`config.mk`:
```
export PLATFORM = sky130hd
export DESIGN_NAME = pesp_queue
export DESIGN_NICKNAME = d
export VERILOG_FILES = /design/src/hw/rtl/pesp_pkg.sv /design/src/hw/rtl/pesp_queue.sv
export SDC_FILE = /design/constraint.sdc
export NUM_CORES = 1
export LEC_CHECK = 0
export BUFFER_PORTS_ARGS = -buffer_cell sky130_fd_sc_hd__buf_2
export CORE_UTILIZATION = 52
export DETAILED_ROUTE_END_ITERATION = 16
export MAX_ROUTING_LAYER = met4
export PLACE_DENSITY = 0.87
export SETUP_SLACK_MARGIN = 0.3
export SYNTH_ARGS = -nofsm -noshare
export SYNTH_HDL_FRONTEND = slang
export SYNTH_SLANG_ARGS = --single-unit
```
`constraint.sdc`:
```
create_clock -name clk -period 15.81 [get_ports clk]
set_input_delay 0.7905 -clock clk [delete_from_list [all_inputs] [get_ports clk]]
set_output_delay 0.7905 -clock clk [all_outputs]
set_load 0.01 [all_outputs]
```
`src/hw/rtl/pesp_pkg.sv`:
```
`timescale 1ns / 1ps
// ----------------------------------------------------------------------------
// pesp_pkg
// Types, widths and constants shared by the polyline resampler modules.
// ----------------------------------------------------------------------------
package pesp_pkg;

  localparam int MAX_POINTS = 64;
  localparam int IDX_W      = (MAX_POINTS > 1) ? $clog2(MAX_POINTS) : 1;

  localparam int CRD_W  = 32;           // coordinate width
  localparam int MAG_W  = 32;           // |end - start| fits in 32 bits
  localparam int LEN_W  = MAG_W + 1;    // floor(sqrt(dx^2 + dy^2))
  localparam int DIST_W = 48;           // running arc lengths
  localparam int SPC_W  = 31;           // spacing register
  localparam int ADDR_W = 3;

  localparam logic [DIST_W-1:0] DIST_MAX      = '1;
  localparam logic [SPC_W-1:0]  SPACING_RESET = 31'd12800;
  localparam logic [ADDR_W-1:0] REG_SPACING   = 3'd0;

  typedef struct packed {
    logic signed [CRD_W-1:0] start_x;
    logic signed [CRD_W-1:0] start_y;
    logic signed [CRD_W-1:0] end_x;
    logic signed [CRD_W-1:0] end_y;
  } seg_t;

  typedef struct packed {
    logic signed [CRD_W-1:0] point_x;
    logic signed [CRD_W-1:0] point_y;
    logic                    last_of_segment;
    logic                    truncated;
  } point_t;

  // One classified segment handed from front to back
  typedef struct packed {
    logic [CRD_W-1:0] base_x;
    logic [CRD_W-1:0] base_y;
    logic             neg_x;
    logic             neg_y;
    logic [MAG_W-1:0] mag_x;
    logic [MAG_W-1:0] mag_y;
    logic [LEN_W-1:0] len;
    logic [LEN_W-1:0] a0;
    logic [SPC_W-1:0] spacing;
    logic [IDX_W-1:0] last_idx;
    logic             trunc;
  } job_t;

endpackage

```
`src/hw/rtl/pesp_queue.sv`:
```
`timescale 1ns / 1ps
// ----------------------------------------------------------------------------
// pesp_queue
// Two-entry queue of classified segments between front and back.
// ----------------------------------------------------------------------------
module pesp_queue import pesp_pkg::*; (
  input  logic clk,
  input  logic rst,
  input  logic push,
  input  job_t wr_job,
  output logic full,
  input  logic pop,
  output logic empty,
  output job_t rd_job
);

  job_t       mem [2];
  logic       wr_ptr, rd_ptr;
  logic [1:0] count;

  assign full   = (count == 2'd2);
  assign empty  = (count == 2'd0);
  assign rd_job = mem[rd_ptr];

  always_ff @(posedge clk) begin
    if (push) begin
      mem[wr_ptr] <= wr_job;
    end
  end

  always_ff @(posedge clk) begin
    if (rst) begin
      wr_ptr <= 1'b0;
      rd_ptr <= 1'b0;
      count  <= 2'd0;
    end else begin
      if (push) begin
        wr_ptr <= ~wr_ptr;
      end
      if (pop) begin
        rd_ptr <= ~rd_ptr;
      end
      case ({push, pop})
        2'b10:   count <= count + 2'd1;
        2'b01:   count <= count - 2'd1;
        default: count <= count;
      endcase
    end
  end

endmodule

```
Word-level counts from Yosys, hierarchy flattened
Memories as Yosys holds them, arrays and structs flattened. A register that Yosys moved wholly into a read port is not among the register bits.
Cells that the tools add are included.
{"block": "totals", "wordCells": 18, "mem_count": 1, "register_bits": 4, "input_bits": 238, "ramBits": 468}
{"memory": "mem", "words": 2, "word_bits": 234, "rd": 1, "rd_ports_with_merged_regs": 1, "wr": 1, "line": "pesp_queue.sv:17", "text": "job_t mem [2];"}
{"block": "classes", "eq_ne": 3, "addsub": 2, "n_bitwise": 2, "n_reduce_logical": 2, "n_mux": 5}
{"op": "2-bit == test, second input constant", "count": 2}
{"op": "1-bit 2-to-1 mux", "count": 4}
{"op": "2-bit case mux with 2 select lines", "count": 1}
{"op": "2-bit by 1-bit adder with 2-bit output, second input constant", "count": 1}
{"op": "2-bit by 1-bit == test with 1-bit output, second input constant", "count": 1}
{"op": "2-bit zero test", "count": 1}
{"op": "1-bit inverter", "count": 2}
{"op": "2-bit nonzero test", "count": 1}
{"op": "2-bit by 1-bit subtractor with 2-bit output, second input constant", "count": 1}

Depth between registers and ports, before layout
Gate-level depths: netlist of the first run.
{"block": "logic_depth", "depth_word": 3, "mapped_depth": 5, "ltp_nobuf": 5}

Least setup slack after synthesis of the first run
No wires, ideal clock.
{"block": "synth_timing", "path_kind": "in2reg", "startpoint": "input push", "endpoint": "memory mem[0][0] (netlist name) (enable)", "slack_ps": 4328, "n_path_buf": 0, "t_required_ps": 14971, "arrival_time_ps": 10643, "setup_ps": 839, "path_stages": 2, "path_cell_list": "inv_1 -> nor2_1"}
{"block": "synth_via", "elab_chain_cells": 2}
{"item": "start: declaration", "line": "pesp_queue.sv:9", "text": "input logic push,"}
{"item": "1-bit 2-to-1 mux", "line": "pesp_queue.sv:26", "text": "if (push) begin"}
{"item": "1-bit 2-to-1 mux (implied by the code)", "line": "pesp_queue.sv:27", "text": "mem[wr_ptr] <= wr_job;"}
{"item": "end: declaration", "line": "pesp_queue.sv:17"}
No other way between the ends.

==> results of run 1 <==
[final cells by class]
cell class,count,area [um^2]
Clock inverter,28,237.7
Timing Repair Buffer,480,2445
Sequential cell,473,14160
Tap cell,448,560.5
Inverter,1,3.754
Clock buffer,59,1264
Antenna cell,14,35.03
Fill cell,2193,11480
Multi-Input combinational cell,250,3347
[cell usage after synthesis (all sizes together)]
cell type	number
edfxtp	468
inv	1
and2b	1
buf	26
xor2	1
ha	1
a21oi	1
xnor2	3
and2	1
dfxtp	5
or3	1
nor2	6
mux2	234
o21ai	1
[critical path, delay by kind of cell, from the launching register on]
family   cells  cell delay, ns
flops        1            1.05
buf+inv      2            0.95
mux          1            0.43
[registers in the layout, summed over array words and instances (netlist names), named ones only]
signal and count:
count 2, wr_ptr 1, mem 468, rd_ptr 1
[kinds of logic after synthesis]
group | count (synthesis) | share of synthesized area
AND/OR/NAND/NOR | 9 | 0.002469
AO/OA/AOI/OAI | 2 | 0.0005636
multiplexers | 234 | 0.1824
buffers and inverters | 27 | 0.01424
adder cells (fa/ha/maj) | 1 | 0.0007051
XOR/XNOR | 4 | 0.001975
flip-flops | 473 | 0.7977
[layer usage]
metal	GRT usage	vias up	share of wire
li1	-	4031	-
met1	0.2270	4504	0.35
met2	0.3690	406	0.53
met3	0.05435	90	0.074
met4	0.1163	0	0.041
met5	-	-	0
[stage by stage]
stage / util / hold slack [ns] / power (mW)
2_1_floorplan: - / 0.4614 / 1.733
3_3_place_gp: 0.6118 / 0.4788 / 1.835
3_5_place_dp: 0.6118 / 0.5008 / 1.850
4_1_cts: 0.6565 / 0.3780 / 2.925
5_1_grt: 0.6576 / 0.3881 / 2.993
6_report: 0.6576 / 0.4203 / 2.899
[path summary, 6_finish.rpt]
check           endpoint  slack [ns]  cells past startpoint
max           rd_job[59]       11.92                      3
min           mem[0][61]        0.42                      1
max reg2reg  mem[1][177]       12.66                      3
min reg2reg     count[1]        0.51                      2
[power breakdown]
group          internal (mW)  leakage, nW  switching (mW)
combinational          0.163         3.43           0.165
sequential              1.47         4.43          0.0274
clock                  0.632        0.741           0.444
==> run metrics, run 1 <==
total congestion overflow 0; Max Freq 257.1 MHz; FP Rows 67; most frequent cells in the layout buf_2, edfxtp_1, mux2_4, mux2_2, clkbuf_16; most common cell after layout, fill and taps aside buf_2; Hold Buf Count CTS 0; synth unique cells 16; Routed Antenna Nets 0; largest net degree at the start of global routing 162; Clock Latency Late Sink 0.56 ns; initial core utilization 0.5291; Total GRT Usage 0.2149; pwr/cell area 131.5 nW/um^2; area of the core 33530 um^2; Critical Path AT 3.10 ns; fin crit share 0.2460; max-cap check violation count 0; first-pass GRT wire length 53.94 mm; Vias per Instance 5.152; crit-path max FO 67; Die Area 34860 um^2; share of cells above drive strength 1 0.6073; GPL Wtd Cong 0.7996; placed cell count 1652; syn avg cell area 23.66 um^2; clock net sink count 473; Syn Inst Count 750; Die Wd 186.7 um; synthesis-to-finish area growth 24.27%; DR iter-0 viols 407; Max Root-Sink Buffers 3; post-synthesis sequential area ratio 0.7977; CTS tree built; synth top area cells edfxtp_1, mux2_4, mux2_2; Die Span Y 186.7 um; setup TNS 0 ns; Post-CTS Setup Bufs 0; Yosys top cell area share 0.7920; antenna violations before repair 14; yosys warns 0; Syn Std Cell Area 17740 um^2; Worst Clk Skew 0.01059 ns; Critical-path top delay cell dfxtp_4; #FFs+latches synth 473; DPL Wire Length 24.42 mm; Post-Layout Cell Count 1753; RSZ-0062 raised after global routing no; Final Hold Fails 0; Final Critical Period 3.890 ns; pre-CTS WS 12.18 ns; worst IR drop on VDD 0.1196 mV; Avg WL per Cell 21.00 um; post-CTS sizing 0; CP cell instances buf_4 > mux2_2 > buf_2; dpl cell area 20510 um^2; Reg-to-Reg Start wr_ptr; Port Buffer Count 473; final worst slack 11.92 ns; max-slew violations 0; H-tree depth 2; pin slew with the least headroom to its limit 1.101 ns; Worst-path clk slew 0.06 ns; vias in the first global route 9566; Hold/Removal Path Class in -> reg; CP peak stage delay 1.05 ns; Slew headroom 0.2657; Total Wirelength 36.81 mm; routed via count 9031; hold path start wr_job[61]; CTS buffer count 48; post-route cell area 22050 um^2; I/O Pins 474; Layout Nets 1493; Setup Viol. Count Final 0; CP Capture Type primary output; Remaining DRCs 0; CTS root buffer clkbuf_16; Worst Path Required 15.02 ns; top cell type by total area after synthesis edfxtp_1; CP Launch Type flip-flop; Detailed Routing Iterations Pass 1 4; Pleak 8.604 nW; Syn Nets 989; Setup CP Type reg -> out; status finished clean
No activity file was read; power rests on OpenSTA's default activity.
==> run 2, diff against run 1 <==
Clock period 15.81 ns to 3.73 ns, I/O delays scaled along.
==> run 2 against run 1 <==
Net effect:
- clock power grew to 4.1 times the previous value
- sequential cell count is the same
- worst hold slack lost 0.064 ns
- clock-buffer cell count is the same
- clock skew grew 0.00097 ns
- setup slack lost 11 ns
- critical endpoint is now rd_job[13]
- largest power group unchanged
==> run metrics, run 2 (synthesis results as in run 1) <==
status finished clean; CP cell instances buf_4 > mux2_2 > buf_2; CP top delay family flip-flops; Final Hold Fails 0 (unchanged); Vias per Instance 5.204 (+1.0%); Layout Nets 1745 (+17%); Internal 9.616 mW (+330%); CP peak stage delay 0.90 ns (-0.15 ns); Slew headroom 0.3287 (+0.06302); DPL Wire Length 25.34 mm (+3.7%); pin slew with the least headroom to its limit 1.007 ns (-0.09453 ns); Avg WL per Cell 22.69 um (+8.0%); Setup CP Type reg -> out; Max Root-Sink Buffers 3 (unchanged); Critical Path AT 2.42 ns (-0.68 ns); fin crit share 0.6979; FF-to-FF path depth 2 (-1); Final Critical Period 2.603 ns; Largest regs mem (468), count (2); Die Area 34860 um^2 (unchanged); Largest register FFs 468 (unchanged); P_sw 2.860 mW (+350%); Total GRT Usage 0.2639 (+0.04901); hold path start wr_job[172]; pwr/cell area 509.0 nW/um^2 (+290%); crit-path max FO 49 (-27%); Critical-path top delay cell dfxtp_4; DR iter-0 viols 607 (+49%); max-cap check violation count 0 (unchanged); CTS root buffer clkbuf_16; Die Span Y 186.7 um (unchanged); pre-CTS WS 1.685 ns (-10.50 ns); Max Freq 384.1 MHz; routed via count 10360 (+15%); Worst Clk Skew 0.01156 ns (+0.0009712 ns); final worst slack 1.127 ns (-10.79 ns); post-route cell area 24510 um^2 (+11%); reg2reg end mem[1][163]; CP Launch Type flip-flop; worst IR drop on VDD 0.6539 mV (+450%); synthesis-to-finish area growth 38.14%; Routed Antenna Nets 0 (unchanged); Setup Viol. Count Final 0 (unchanged); Reg-to-Reg Start wr_ptr; antenna violations before repair 3 (-11); Port Buffer Count 473 (unchanged); Die Wd 186.7 um (unchanged); Setup crit end rd_job[13]; dpl cell area 20700 um^2 (+0.92%); Worst-path clk slew 0.06 ns (about the same); clock share of power 0.357 (-0.014); GPL Wtd Cong 0.8065 (+0.86%); Clock Latency Late Sink 0.54 ns (-0.02 ns); combinational group share of total power 0.135 (+0.022); initial core utilization 0.5291 (unchanged); R2R setup slack 1.74 ns (-10.92 ns); Remaining DRCs 0 (unchanged); CTS tree built; CP Capture Type primary output; first-pass GRT wire length 66.90 mm (+24%); Detailed Routing Iterations Pass 1 4 (unchanged); H-tree depth 2 (unchanged); I/O Pins 474 (unchanged); Total Wirelength 45.14 mm (+23%); Post-CTS Setup Bufs 0 (unchanged); Worst Path Required 3.54 ns (-11.48 ns); largest net degree at the start of global routing 124 (-23%); Pleak 9.658 nW (+12%); share of cells above drive strength 1 0.5166 (-0.09071); RSZ-0062 raised after global routing no; area of the core 33530 um^2 (unchanged); Net Sw Frac 0.2292 (+0.009401); Buf+Inv Stages, Crit Path 2 (unchanged); total congestion overflow 0 (unchanged); vias in the first global route 11340 (+19%); CP Depth 3 (unchanged); most frequent cells in the layout buf_2, edfxtp_1, dlygate4sd3_1, mux2_4, mux2_2; max-slew violations 0 (unchanged); CTS buffer count 47 (-2.1%); Seq pwr share 0.508 (-0.007); hold_ws 0.3564 ns (-0.06384 ns); Biggest register mem; FP Rows 67 (unchanged); most common cell after layout, fill and taps aside buf_2; clock net sink count 473 (unchanged); Core Util, Final 0.7310 (+0.07339); Hold/Removal Path Class in -> reg
-- run 2: changes by cell type in the layout (fill, tap and decap cells not counted) --
cell           before  now
dfxtp_2             0    1
diode_2            14    3
clkinv_2           10    9
buf_4               5   14
clkinv_4            2    1
dfxtp_1             4    3
dlygate4sd3_1       0  238
bufinv_16           4    2
inv_6               1    0
buf_12              2    8
-- run 2: worst min path at each step --
stage,to,slack (ns),depth (start not counted)
after floorplan,wr_ptr,0.25,1
final,mem[0][172],0.36,2
after detailed placement,mem[1][203],0.38,1
after global placement,mem[0][11],0.37,1
after CTS,mem[0][48],0.34,2
after global routing,mem[0][172],0.34,2
-- run 2: area by class of cell --
class / instances / area, um^2
Antenna cell: 3 / 7.507
Clock buffer: 59 / 1264
Timing Repair Buffer: 733 / 5015
Multi-Input combinational cell: 250 / 3347
Tap cell: 448 / 560.5
Inverter: 1 / 3.754
Fill cell: 1874 / 9021
Sequential cell: 473 / 14160
Clock inverter: 23 / 155.1
-- run 2: routing by layer --
metal,GRT usage,vias to the layer above,share of wire
met4,0.1015,0,0.038
met1,0.2714,5215,0.34
met3,0.04796,109,0.059
li1,-,4508,-
met2,0.4944,524,0.56
met5,-,-,0
-- run 2: what timing repair did --
action / in CTS / in global routing
hold buffers: 238 / 0
resized for setup: 0 / 0
hold endpoints to repair: 473 / 0
endpoints found under the setup margin: 0 / 0
-- run 2: stage by stage --
| stage | TNS [ns] | power [mW] | cells |
|---|---|---|---|
| floorplan | -106.78 | 7.282 | 750 |
| global placement | 0 | 7.794 | 1667 |
| detailed placement | 0 | 7.864 | 1667 |
| CTS | 0 | 12.41 | 1987 |
| global route | 0 | 12.83 | 1990 |
| finish | 0 | 12.48 | 1990 |
-- run 2: power groups by stage --
stage	combinational, mW	sequential (mW)	clock, mW
after floorplan	0.874	6.41	0
after global placement	1.39	6.41	0
after detailed placement	1.43	6.44	0
after CTS	1.65	6.33	4.44
after global routing	1.76	6.36	4.71
final	1.69	6.34	4.45
